`src/design/bsoc_pkg.sv`:
```
package bsoc_pkg;

    // Serial multiplier: signed multiplicand, unsigned multiplier, one bit per cycle
    localparam int MCAND_W   = 19;
    localparam int MPLIER_W  = 16;
    localparam int ACC_W     = 34;
    localparam int MUL_STEPS = MPLIER_W;
    localparam int MUL_CNT_W = $clog2(MUL_STEPS);

    // Serial restoring divider: one quotient bit per cycle
    localparam int NUM_W     = 29;
    localparam int DEN_W     = 18;
    localparam int DIV_STEPS = NUM_W;
    localparam int DIV_CNT_W = $clog2(DIV_STEPS);

    // Field widths
    localparam int VOLT_W   = 13;
    localparam int CUR_W    = 16;
    localparam int RES_W    = 16;
    localparam int CHARGE_W = 15;
    localparam int STEP_W   = 15;
    localparam int CFG_W    = 16;
    localparam int CFG_IDX_W = 3;

    // Register reset values
    localparam logic [STEP_W-1:0] RST_MIN_STEP = 15'd50;
    localparam logic [RES_W-1:0]  RST_MIN_RES  = 16'd10;
    localparam logic [RES_W-1:0]  RST_MAX_RES  = 16'd2000;
    localparam logic [CFG_W-1:0]  RST_RES_WT   = 16'd6554;
    localparam logic [CFG_W-1:0]  RST_CHG_WT   = 16'd3277;
    localparam logic [RES_W-1:0]  RST_DEF_RES  = 16'd150;

    typedef enum logic [CFG_IDX_W-1:0] {
        CFG_MIN_STEP = 3'd0,
        CFG_MIN_RES  = 3'd1,
        CFG_MAX_RES  = 3'd2,
        CFG_RES_WT   = 3'd3,
        CFG_CHG_WT   = 3'd4,
        CFG_DEF_RES  = 3'd5
    } t_cfg_idx;

    // Open-circuit voltage curve, in microvolts, highest point first
    localparam int TABLE_POINTS = 13;
    localparam int SEGS  = TABLE_POINTS - 1;
    localparam int SEG_W = $clog2(SEGS);
    localparam int UV_W  = 23;

    localparam logic signed [ACC_W-1:0] OCV_TOP_UV = 34'sd4200000;
    localparam logic signed [ACC_W-1:0] OCV_BOT_UV = 34'sd3300000;
    localparam logic [CHARGE_W-1:0]     CHARGE_FULL = 15'd25600;

    // Per segment: low end of the voltage span, span width, charge step and
    // charge at the low end (charge in 1/256 percent)
    localparam logic [UV_W-1:0] SEG_LO [SEGS] = '{
        23'd4100000, 23'd4060000, 23'd3980000, 23'd3920000, 23'd3870000, 23'd3820000,
        23'd3790000, 23'd3750000, 23'd3700000, 23'd3600000, 23'd3500000, 23'd3300000
    };
    localparam logic [DEN_W-1:0] SEG_SPAN [SEGS] = '{
        18'd100000, 18'd40000, 18'd80000, 18'd60000, 18'd50000, 18'd50000,
        18'd30000,  18'd40000, 18'd50000, 18'd100000, 18'd100000, 18'd200000
    };
    localparam logic [11:0] SEG_DS [SEGS] = '{
        12'd1280, 12'd1280, 12'd2560, 12'd2560, 12'd2560, 12'd2560,
        12'd2560, 12'd2560, 12'd2560, 12'd2560, 12'd1280, 12'd1280
    };
    localparam logic [CHARGE_W-1:0] SEG_BASE [SEGS] = '{
        15'd24320, 15'd23040, 15'd20480, 15'd17920, 15'd15360, 15'd12800,
        15'd10240, 15'd7680,  15'd5120,  15'd2560,  15'd1280,  15'd0
    };

    typedef enum logic [3:0] {
        S_IDLE,
        S_CHECK,
        S_RDIV,
        S_RCMP,
        S_REMA,
        S_OCVS,
        S_OCV,
        S_SEG,
        S_IMULS,
        S_IMUL,
        S_IDIV,
        S_CEMAS,
        S_CEMA,
        S_OUT
    } t_state;

    typedef struct packed {
        logic                       start;
        logic signed [MCAND_W-1:0]  mcand;
        logic [MPLIER_W-1:0]        mplier;
        logic signed [ACC_W-1:0]    acc_init;
    } t_mul_req;

    typedef struct packed {
        logic             start;
        logic [NUM_W-1:0] num;
        logic [DEN_W-1:0] den;
    } t_div_req;

    typedef struct packed {
        logic busy;
        logic done;
    } t_unit_st;

    // First segment whose low end is at or below the voltage; the caller
    // has already ruled out voltages outside the curve
    function automatic logic [SEG_W-1:0] seg_find(input logic [UV_W-1:0] ocv);
        logic [SEG_W-1:0] k;
        k = SEG_W'(SEGS - 1);
        for (int j = SEGS - 1; j >= 0; j--) begin
            if (ocv >= SEG_LO[j]) begin
                k = SEG_W'(j);
            end
        end
        return k;
    endfunction

endpackage

```
`src/design/bsoc_mul.sv`:
```
module bsoc_mul (
    input  logic                            i_clk,
    input  logic                            i_rst_n,
    input  bsoc_pkg::t_mul_req              i_req,
    output bsoc_pkg::t_unit_st              o_st,
    output logic signed [bsoc_pkg::ACC_W-1:0] o_acc
);
    import bsoc_pkg::*;

    logic                    r_busy;
    logic                    r_done;
    logic [MUL_CNT_W-1:0]    r_cnt;
    logic signed [ACC_W-1:0] r_acc;
    logic signed [ACC_W-1:0] r_mcand;
    logic [MPLIER_W-1:0]     r_mplier;

    always_ff @(posedge i_clk) begin
        if (!i_rst_n) begin
            r_busy <= 1'b0;
            r_done <= 1'b0;
            r_cnt  <= '0;
        end else begin
            r_done <= 1'b0;
            if (i_req.start) begin
                r_busy <= 1'b1;
                r_cnt  <= '0;
            end else if (r_busy) begin
                r_cnt <= r_cnt + 1'b1;
                if (r_cnt == MUL_CNT_W'(MUL_STEPS - 1)) begin
                    r_busy <= 1'b0;
                    r_done <= 1'b1;
                end
            end
        end
    end

    // Shift-add: one multiplier bit per cycle, multiplicand walks left
    always_ff @(posedge i_clk) begin
        if (i_req.start) begin
            r_acc    <= i_req.acc_init;
            r_mcand  <= ACC_W'(i_req.mcand);
            r_mplier <= i_req.mplier;
        end else if (r_busy) begin
            if (r_mplier[0]) begin
                r_acc <= r_acc + r_mcand;
            end
            r_mcand  <= r_mcand <<< 1;
            r_mplier <= r_mplier >> 1;
        end
    end

    assign o_st.busy = r_busy;
    assign o_st.done = r_done;
    assign o_acc     = r_acc;

endmodule

```
`src/design/bsoc_div.sv`:
```
module bsoc_div (
    input  logic                         i_clk,
    input  logic                         i_rst_n,
    input  bsoc_pkg::t_div_req           i_req,
    output bsoc_pkg::t_unit_st           o_st,
    output logic [bsoc_pkg::NUM_W-1:0]   o_quo
);
    import bsoc_pkg::*;

    logic                 r_busy;
    logic                 r_done;
    logic [DIV_CNT_W-1:0] r_cnt;
    logic [NUM_W-1:0]     r_num;
    logic [DEN_W-1:0]     r_den;
    logic [DEN_W-1:0]     r_rem;

    logic [DEN_W:0] trial;
    logic [DEN_W:0] diff;
    logic           fits;

    always_comb begin
        trial = {r_rem, r_num[NUM_W-1]};
        diff  = trial - {1'b0, r_den};
        fits  = trial >= {1'b0, r_den};
    end

    always_ff @(posedge i_clk) begin
        if (!i_rst_n) begin
            r_busy <= 1'b0;
            r_done <= 1'b0;
            r_cnt  <= '0;
        end else begin
            r_done <= 1'b0;
            if (i_req.start) begin
                r_busy <= 1'b1;
                r_cnt  <= '0;
            end else if (r_busy) begin
                r_cnt <= r_cnt + 1'b1;
                if (r_cnt == DIV_CNT_W'(DIV_STEPS - 1)) begin
                    r_busy <= 1'b0;
                    r_done <= 1'b1;
                end
            end
        end
    end

    // Dividend shifts out the top while quotient bits shift in at the bottom
    always_ff @(posedge i_clk) begin
        if (i_req.start) begin
            r_num <= i_req.num;
            r_den <= i_req.den;
            r_rem <= '0;
        end else if (r_busy) begin
            r_rem <= fits ? diff[DEN_W-1:0] : trial[DEN_W-1:0];
            r_num <= {r_num[NUM_W-2:0], fits};
        end
    end

    assign o_st.busy = r_busy;
    assign o_st.done = r_done;
    assign o_quo     = r_num;

endmodule

```
`src/design/battery_soc_estimator.sv`:
```
// Battery state-of-charge estimator.
// Input items arrive on s_axis: voltage in mV and signed current in mA.
// Each item yields one result item on m_axis: filtered charge in 1/256
// percent and the internal resistance estimate in milliohms.
// Registers are written through i_cfg_we / i_cfg_addr / i_cfg_wdata, one per
// cycle; the user must write them only while no item is in flight, since the
// block does not enforce it. Items are handled one at a time. The shortest
// path runs no resistance update, finds the open-circuit voltage off the curve
// and, for the first item, skips the charge filter; the longest runs the
// serial divider twice and the serial multiplier four times. s_axis_tready is
// high only between items, so the next item is taken in the cycle after the
// result register loads at the earliest.
// A finished result sits in the output register; the next item is taken
// while it waits. If the receiver stalls, the following result waits in the
// last control step until the register frees.
// Reset (synchronous, active low) restores register defaults, clears the
// stored sample history and marks the next item as the first one.
module battery_soc_estimator (
    input  logic        i_clk,
    input  logic        i_rst_n,
    input  logic        i_cfg_we,
    input  logic [2:0]  i_cfg_addr,
    input  logic [15:0] i_cfg_wdata,
    input  logic        s_axis_tvalid,
    output logic        s_axis_tready,
    input  logic [31:0] s_axis_tdata,   // voltage_mv[12:0], cell_current[28:13], zero[31:29]
    output logic        m_axis_tvalid,
    input  logic        m_axis_tready,
    output logic [31:0] m_axis_tdata    // charge_level[14:0], resistance_mohm[30:15], zero[31]
);
    import bsoc_pkg::*;

    // Configuration
    logic [STEP_W-1:0] r_min_step;
    logic [RES_W-1:0]  r_min_res;
    logic [RES_W-1:0]  r_max_res;
    logic [CFG_W-1:0]  r_res_wt;
    logic [CFG_W-1:0]  r_chg_wt;
    logic [RES_W-1:0]  r_def_res;

    always_ff @(posedge i_clk) begin
        if (!i_rst_n) begin
            r_min_step <= RST_MIN_STEP;
            r_min_res  <= RST_MIN_RES;
            r_max_res  <= RST_MAX_RES;
            r_res_wt   <= RST_RES_WT;
            r_chg_wt   <= RST_CHG_WT;
            r_def_res  <= RST_DEF_RES;
        end else if (i_cfg_we) begin
            unique case (t_cfg_idx'(i_cfg_addr))
                CFG_MIN_STEP: r_min_step <= i_cfg_wdata[STEP_W-1:0];
                CFG_MIN_RES:  r_min_res  <= i_cfg_wdata;
                CFG_MAX_RES:  r_max_res  <= i_cfg_wdata;
                CFG_RES_WT:   r_res_wt   <= i_cfg_wdata;
                CFG_CHG_WT:   r_chg_wt   <= i_cfg_wdata;
                CFG_DEF_RES:  r_def_res  <= i_cfg_wdata;
                default: ;
            endcase
        end
    end

    // Control and state
    t_state r_state, n_state;
    logic                    r_started, n_started;
    logic [VOLT_W-1:0]       r_prev_v, n_prev_v;
    logic [CUR_W-1:0]        r_prev_i, n_prev_i;
    logic [RES_W-1:0]        r_res, n_res;
    logic [CHARGE_W-1:0]     r_filt, n_filt;
    logic                    r_out_valid, n_out_valid;

    // Per-item working registers
    logic [VOLT_W-1:0]       r_volt, n_volt;
    logic [CUR_W-1:0]        r_cur, n_cur;
    logic [CUR_W:0]          r_di, n_di;
    logic [VOLT_W:0]         r_dv, n_dv;
    logic                    r_chk, n_chk;
    logic                    r_neg, n_neg;
    logic signed [ACC_W-1:0] r_ocv, n_ocv;
    logic [SEG_W-1:0]        r_seg, n_seg;
    logic [CHARGE_W-1:0]     r_inst, n_inst;
    logic [31:0]             r_out_data, n_out_data;

    t_mul_req                mul_req;
    t_unit_st                mul_st;
    logic signed [ACC_W-1:0] mul_acc;
    t_div_req                div_req;
    t_unit_st                div_st;
    logic [NUM_W-1:0]        div_quo;

    bsoc_mul u_mul (
        .i_clk   (i_clk),
        .i_rst_n (i_rst_n),
        .i_req   (mul_req),
        .o_st    (mul_st),
        .o_acc   (mul_acc)
    );

    bsoc_div u_div (
        .i_clk   (i_clk),
        .i_rst_n (i_rst_n),
        .i_req   (div_req),
        .o_st    (div_st),
        .o_quo   (div_quo)
    );

    logic [VOLT_W-1:0]   in_v;
    logic [CUR_W-1:0]    in_i;
    logic [CUR_W:0]      di_mag;
    logic [VOLT_W-1:0]   dv_mag;
    logic [UV_W-1:0]     dv_uv;
    logic [CUR_W:0]      res_diff;
    logic [CHARGE_W+1:0] chg_diff;
    logic [MCAND_W-1:0]  cur_ext;
    logic [UV_W-1:0]     volt_uv;
    logic [UV_W-1:0]     seg_off;

    assign in_v = s_axis_tdata[VOLT_W-1:0];
    assign in_i = s_axis_tdata[VOLT_W+CUR_W-1:VOLT_W];

    always_ff @(posedge i_clk) begin
        if (!i_rst_n) begin
            r_state     <= S_IDLE;
            r_started   <= 1'b0;
            r_prev_v    <= '0;
            r_prev_i    <= '0;
            r_res       <= '0;
            r_filt      <= '0;
            r_out_valid <= 1'b0;
        end else begin
            r_state     <= n_state;
            r_started   <= n_started;
            r_prev_v    <= n_prev_v;
            r_prev_i    <= n_prev_i;
            r_res       <= n_res;
            r_filt      <= n_filt;
            r_out_valid <= n_out_valid;
        end
    end

    always_ff @(posedge i_clk) begin
        r_volt     <= n_volt;
        r_cur      <= n_cur;
        r_di       <= n_di;
        r_dv       <= n_dv;
        r_chk      <= n_chk;
        r_neg      <= n_neg;
        r_ocv      <= n_ocv;
        r_seg      <= n_seg;
        r_inst     <= n_inst;
        r_out_data <= n_out_data;
    end

    always_comb begin
        n_state     = r_state;
        n_started   = r_started;
        n_prev_v    = r_prev_v;
        n_prev_i    = r_prev_i;
        n_res       = r_res;
        n_filt      = r_filt;
        n_out_valid = r_out_valid & ~m_axis_tready;
        n_volt      = r_volt;
        n_cur       = r_cur;
        n_di        = r_di;
        n_dv        = r_dv;
        n_chk       = r_chk;
        n_neg       = r_neg;
        n_ocv       = r_ocv;
        n_seg       = r_seg;
        n_inst      = r_inst;
        n_out_data  = r_out_data;
        mul_req     = '0;
        div_req     = '0;

        di_mag   = r_di[CUR_W] ? (CUR_W + 1)'(-r_di) : r_di;
        dv_mag   = r_dv[VOLT_W] ? VOLT_W'(-r_dv) : r_dv[VOLT_W-1:0];
        dv_uv    = UV_W'(dv_mag) * UV_W'(1000);
        res_diff = {1'b0, div_quo[RES_W-1:0]} - {1'b0, r_res};
        chg_diff = {2'b0, r_inst} - {2'b0, r_filt};
        cur_ext  = {{(MCAND_W - CUR_W){r_cur[CUR_W-1]}}, r_cur};
        volt_uv  = UV_W'(r_volt) * UV_W'(1000);
        seg_off  = r_ocv[UV_W-1:0] - SEG_LO[r_seg];

        unique case (r_state)
            S_IDLE: begin
                if (s_axis_tvalid) begin
                    n_volt   = in_v;
                    n_cur    = in_i;
                    n_di     = {in_i[CUR_W-1], in_i} - {r_prev_i[CUR_W-1], r_prev_i};
                    n_dv     = {1'b0, in_v} - {1'b0, r_prev_v};
                    n_chk    = r_prev_v != '0;
                    n_prev_v = in_v;
                    n_prev_i = in_i;
                    if (!r_started) begin
                        n_res = r_def_res;
                    end
                    n_state = S_CHECK;
                end
            end
            S_CHECK: begin
                if (r_chk && di_mag > {2'b0, r_min_step}) begin
                    div_req.start = 1'b1;
                    div_req.num   = NUM_W'(dv_uv);
                    div_req.den   = DEN_W'(di_mag);
                    n_neg         = r_dv[VOLT_W] ^ r_di[CUR_W];
                    n_state       = S_RDIV;
                end else begin
                    n_state = S_OCVS;
                end
            end
            S_RDIV: begin
                if (div_st.done) begin
                    n_state = S_RCMP;
                end
            end
            S_RCMP: begin
                // Negative candidates never pass
                if (!r_neg && div_quo > NUM_W'(r_min_res) && div_quo < NUM_W'(r_max_res)) begin
                    mul_req.start    = 1'b1;
                    mul_req.mcand    = MCAND_W'($signed(res_diff));
                    mul_req.mplier   = r_res_wt;
                    mul_req.acc_init = '0;
                    n_state          = S_REMA;
                end else begin
                    n_state = S_OCVS;
                end
            end
            S_REMA: begin
                if (mul_st.done) begin
                    n_res   = r_res + mul_acc[RES_W+15:16];
                    n_state = S_OCVS;
                end
            end
            S_OCVS: begin
                // Open-circuit voltage in uV: v*1000 - i*R
                mul_req.start    = 1'b1;
                mul_req.mcand    = -cur_ext;
                mul_req.mplier   = r_res;
                mul_req.acc_init = ACC_W'(volt_uv);
                n_state          = S_OCV;
            end
            S_OCV: begin
                if (mul_st.done) begin
                    n_ocv   = mul_acc;
                    n_state = S_SEG;
                end
            end
            S_SEG: begin
                priority if (r_ocv >= OCV_TOP_UV) begin
                    n_inst  = CHARGE_FULL;
                    n_state = S_CEMAS;
                end else if (r_ocv <= OCV_BOT_UV) begin
                    n_inst  = '0;
                    n_state = S_CEMAS;
                end else begin
                    n_seg   = seg_find(r_ocv[UV_W-1:0]);
                    n_state = S_IMULS;
                end
            end
            S_IMULS: begin
                mul_req.start    = 1'b1;
                mul_req.mcand    = {1'b0, seg_off[DEN_W-1:0]};
                mul_req.mplier   = MPLIER_W'(SEG_DS[r_seg]);
                mul_req.acc_init = '0;
                n_state          = S_IMUL;
            end
            S_IMUL: begin
                if (mul_st.done) begin
                    div_req.start = 1'b1;
                    div_req.num   = mul_acc[NUM_W-1:0];
                    div_req.den   = SEG_SPAN[r_seg];
                    n_state       = S_IDIV;
                end
            end
            S_IDIV: begin
                if (div_st.done) begin
                    n_inst  = SEG_BASE[r_seg] + div_quo[CHARGE_W-1:0];
                    n_state = S_CEMAS;
                end
            end
            S_CEMAS: begin
                // First item loads the filter directly
                if (!r_started) begin
                    n_filt    = r_inst;
                    n_started = 1'b1;
                    n_state   = S_OUT;
                end else begin
                    mul_req.start    = 1'b1;
                    mul_req.mcand    = MCAND_W'($signed(chg_diff));
                    mul_req.mplier   = r_chg_wt;
                    mul_req.acc_init = '0;
                    n_state          = S_CEMA;
                end
            end
            S_CEMA: begin
                if (mul_st.done) begin
                    n_filt  = r_filt + mul_acc[CHARGE_W+15:16];
                    n_state = S_OUT;
                end
            end
            S_OUT: begin
                if (!r_out_valid || m_axis_tready) begin
                    n_out_valid = 1'b1;
                    n_out_data  = {1'b0, r_res, r_filt};
                    n_state     = S_IDLE;
                end
            end
            default: n_state = S_IDLE;
        endcase
    end

    assign s_axis_tready = (r_state == S_IDLE);
    assign m_axis_tvalid = r_out_valid;
    assign m_axis_tdata  = r_out_data;

    a_mul_start_free: assert property (@(posedge i_clk) disable iff (!i_rst_n)
        mul_req.start |-> !mul_st.busy)
        else $error("multiplier started while busy");

    a_div_start_free: assert property (@(posedge i_clk) disable iff (!i_rst_n)
        div_req.start |-> !div_st.busy)
        else $error("divider started while busy");

    a_units_exclusive: assert property (@(posedge i_clk) disable iff (!i_rst_n)
        !(mul_st.busy && div_st.busy))
        else $error("multiplier and divider overlap");

    a_mul_done_waited: assert property (@(posedge i_clk) disable iff (!i_rst_n)
        mul_st.done |-> (r_state == S_REMA || r_state == S_OCV ||
                         r_state == S_IMUL || r_state == S_CEMA))
        else $error("multiplier result arrived outside a wait step");

    a_charge_range: assert property (@(posedge i_clk) disable iff (!i_rst_n)
        r_out_valid |-> r_out_data[CHARGE_W-1:0] <= CHARGE_FULL)
        else $error("charge level above full scale");

endmodule
```
`config.mk`:
```
export PLATFORM = sky130hd
export DESIGN_NAME = battery_soc_estimator
export DESIGN_NICKNAME = d
export VERILOG_FILES = /design/src/design/bsoc_pkg.sv /design/src/design/bsoc_mul.sv /design/src/design/bsoc_div.sv /design/src/design/battery_soc_estimator.sv
export SDC_FILE = /design/constraint.sdc
export NUM_CORES = 2
export LEC_CHECK = 0
export ABC_CLOCK_PERIOD_IN_PS = 11830
export BUFFER_PORTS_ARGS = -buffer_cell sky130_fd_sc_hd__buf_4
export CAP_MARGIN = 10
export CORE_MARGIN = 3
export CORE_UTILIZATION = 55
export DETAILED_ROUTE_END_ITERATION = 8
export PLACE_DENSITY = 0.72
export REMOVE_ABC_BUFFERS = 1
export SKIP_CTS_REPAIR_TIMING = 1
export SYNTH_ARGS = -nofsm -noshare
export SYNTH_HDL_FRONTEND = slang
export SYNTH_SLANG_ARGS = --single-unit
export TNS_END_PERCENT = 1
```
`constraint.sdc`:
```
create_clock -name i_clk -period 11.83 [get_ports i_clk]
set_input_delay 0.5915 -clock i_clk [delete_from_list [all_inputs] [get_ports i_clk]]
set_output_delay 0.5915 -clock i_clk [all_outputs]
set_load 0.05 [all_outputs]
```
==> impl_results.md <==
- Die Y: 249 um
- CTS tree: built
- WHS: 0.161 ns
- # H-tree levels: 2
- GPL Wtd Cong: 0.984
- Final setup vio count: 0
- Mux cell area share after synthesis: 0.837%
- Post-Synth XOR/XNOR Area: 5.14%
- Synthesized area: 32600 sq um
- Max Freq: 0.165 GHz
- Final Hold Vio Count: 0
- Fin nets: 3988
- Status: finished clean
- Number of enable flip-flop cells after synthesis: 277
- Slew HR: 21.8%
- Critical Path Fanout Max: 6
- TNS Setup: 0 ns
- CP Capture Type: register
- CP arrival: 6.39 ns
- Core Rows: 88
- Die area: 62200 sq um
- CTS max path bufs: 3
- Post-Route WL: 94800 um
- Initial Util: 56.0%
- Global route overflow: 0
- Final Max Slew Viols: 0
- # Max-Cap Violations: 0
- Avg WL per Cell: 21.8 um
- Slew @ Worst Pin: 1.17 ns
- Critical Path RT: 12.17 ns
- Port bufs: 85
- Adder-cell share of the synthesized area: 17.3%
- Vias: 27076
- Compound-Gate Fraction of Synth Area: 19.3%
- Async set or reset register ratio after synthesis: 0%
- Main combinational cell family by area after synthesis: compound AO/OA/AOI/OAI gates
- Top cell type's share of synthesized area: 25.5%
- Period utilization: 51.1%
- RSZ-0062 raised after global routing: no
- I/O Pins: 90
- Area delta synth->final: 9.93%
- DRT antenna net count: 0
- Yosys warnings: 0
- GRT Total Usage: 29.8%
- Share of post-route cells with drive strength above 1: 6.67%
- Die width: 249 um
- Iter 0 DRT Violations: 2902
- Worst hold path type: input port to register
- Synth area leaders: edfxtp_1 (26%), dfxtp_1 (12%), ha_1 (12%)
- Remaining DRCs: 0
- CTS Sinks: 469
- Netlist cell types: 82
- Post-synth top cells: nand2_1 (440), ha_1 (307), inv_1 (300)
- Clock skew: 0.0398 ns
- CP Launch Type: register
- Initial antenna violation count: 1
- Fin area: 35800 sq um
- Yosys reg bits: 469
- Simple-gate share of the synthesized area: 15.0%
- Post-Layout Cell Count: 4346
- Num CTS Buffers: 53
- Sequential share of the synthesized area: 37.3%
- Yosys top cell by area: edfxtp_1
- Worst-path clk slew: 0.06 ns
- Hpwl dp: 70700 um
- Pin count of the biggest net entering global routing: 91
- Placed Area: 33900 sq um
- Vias/cell: 6.23
- First-pass GRT wire length: 147000 um
- # diodes: 0
- Clock Latency Late Sink: 0.64 ns
- Number of fill cells: 4870
- Top FF cell, synth: edfxtp_1
- Placed Cells: 4246
- Most numerous cell in the Yosys netlist: nand2_1
- Minimum clock period: 6.05 ns
- Number of global-route vias before repair: 26215
- CORE AREA: 58100 sq um
- Root Driver: clkbuf_16
- First-pass DRT Iterations: 6
- Syn Inst Count: 3510
- Syn Area/Cell: 9.28 sq um
- Critical path class: register to register
## cells by family after synthesis
logic type / count (synthesis)
AND/OR/NAND/NOR: 1054
multiplexers: 27
buffers and inverters: 439
flip-flops: 469
XOR/XNOR: 191
AO/OA/AOI/OAI: 932
adder cells (fa/ha/maj): 397
other: 1
## metal layers
| layer | global-route usage [%] | routed length [um] | part of all wire (%) |
|---|---|---|---|
| met1 | 40.3 | 39500 | 42 |
| met2 | 48.2 | 43000 | 45 |
| met3 | 5.05 | 8350 | 8.8 |
| met4 | 11.3 | 3970 | 4.2 |
| met5 | 0 | 0 | 0 |
## cell usage in the layout, fill, tap and decap left out, types with 17 or more instances in the layout
| master | netlist | final |
|---|---|---|
| a21o_1 | 55 | 55 |
| a31oi_1 | 43 | 43 |
| o21ai_0 | 162 | 162 |
| buf_4 | 2 | 109 |
| fa_1 | 89 | 89 |
| mux2i_1 | 25 | 25 |
| a221o_1 | 17 | 17 |
| and3_1 | 41 | 41 |
| xor2_1 | 67 | 67 |
| nand2_1 | 440 | 439 |
| nand3_1 | 75 | 75 |
| xnor2_1 | 124 | 124 |
| clkbuf_16 | 0 | 55 |
| nand2b_1 | 23 | 22 |
| o31ai_1 | 30 | 30 |
| o211ai_1 | 39 | 39 |
| inv_1 | 300 | 299 |
| nand4_1 | 33 | 33 |
| o21a_1 | 58 | 58 |
| o21bai_1 | 17 | 17 |
| nor4_1 | 19 | 19 |
| o22ai_1 | 20 | 20 |
| nor2b_1 | 50 | 50 |
| a21oi_1 | 194 | 194 |
| dfxtp_1 | 192 | 192 |
| and2_1 | 20 | 20 |
| edfxtp_1 | 277 | 277 |
| nor3_1 | 76 | 76 |
| ha_1 | 307 | 307 |
| nor2_1 | 199 | 198 |
| or3_1 | 21 | 20 |
| a21boi_0 | 118 | 118 |
## per-stage QoR
stage	setup WS (ns)	utilization [%]
finish	5.78	61.6
global route	5.30	61.6
CTS	5.78	61.6
detailed placement	5.77	58.2
global placement	5.85	58.2
floorplan	6.14	-
## registers in the layout, summed over array words and instances (netlist names), 16 cells and up
register        count
u_div.o_quo        29
m_axis_tdata       31
r_def_res          16
u_div.r_rem        18
r_res_wt           16
u_mul.o_acc        34
r_cur              16
r_chg_wt           16
r_di               17
r_min_res          16
u_div.r_den        18
u_mul.r_mplier     16
u_mul.r_mcand      34
r_max_res          16
r_res              16
r_prev_i           16
r_ocv              34
## critical path, stage by stage (launching register included)
cell	delay, ns
edfxtp_1	0.46
inv_1	0.20
ha_1	0.20
nand2_1	0.08
or4_1	0.47
o41ai_1	0.35
xnor2_1	0.32
ha_1	0.38
inv_1	0.05
fa_1	0.56
fa_1	0.44
fa_1	0.51
inv_1	0.04
ha_1	0.34
or2_2	0.30
a21oi_1	0.15
a21oi_1	0.10
a41oi_1	0.35
nor3b_1	0.10
a211oi_1	0.26
o21ai_0	0.10
## worst paths after layout
check	startpoint	endpoint	slack (ns)	cells after the start
worst min register to register	r_prev_i[10]$_SDFFE_PN0P_	r_prev_i[10]$_SDFFE_PN0P_	0.47	2
worst min-delay path	s_axis_tdata[10]	r_volt[10]$_DFFE_PP_	0.16	1
worst max-delay path	r_dv[0]$_DFFE_PP_	u_div.o_quo[21]$_DFFE_PP_	5.78	20
worst max register to register	r_dv[0]$_DFFE_PP_	u_div.o_quo[21]$_DFFE_PP_	5.78	20
## final cells by class
cell class                 instances  area [sq um]  area share, %
clock buffer                      63          1440           4.01
timing repair buffer             109           818           2.29
multi-input combinational       2602         18800           52.5
clock inverter                    37           520           1.45
inverter                         301          1130           3.16
tap                              765           957           2.67
sequential                       469         12200           34.0
Power is left out: the tool's default activity adds up to more than one toggle a clock period on the data nets, which glitch-free logic cannot reach.
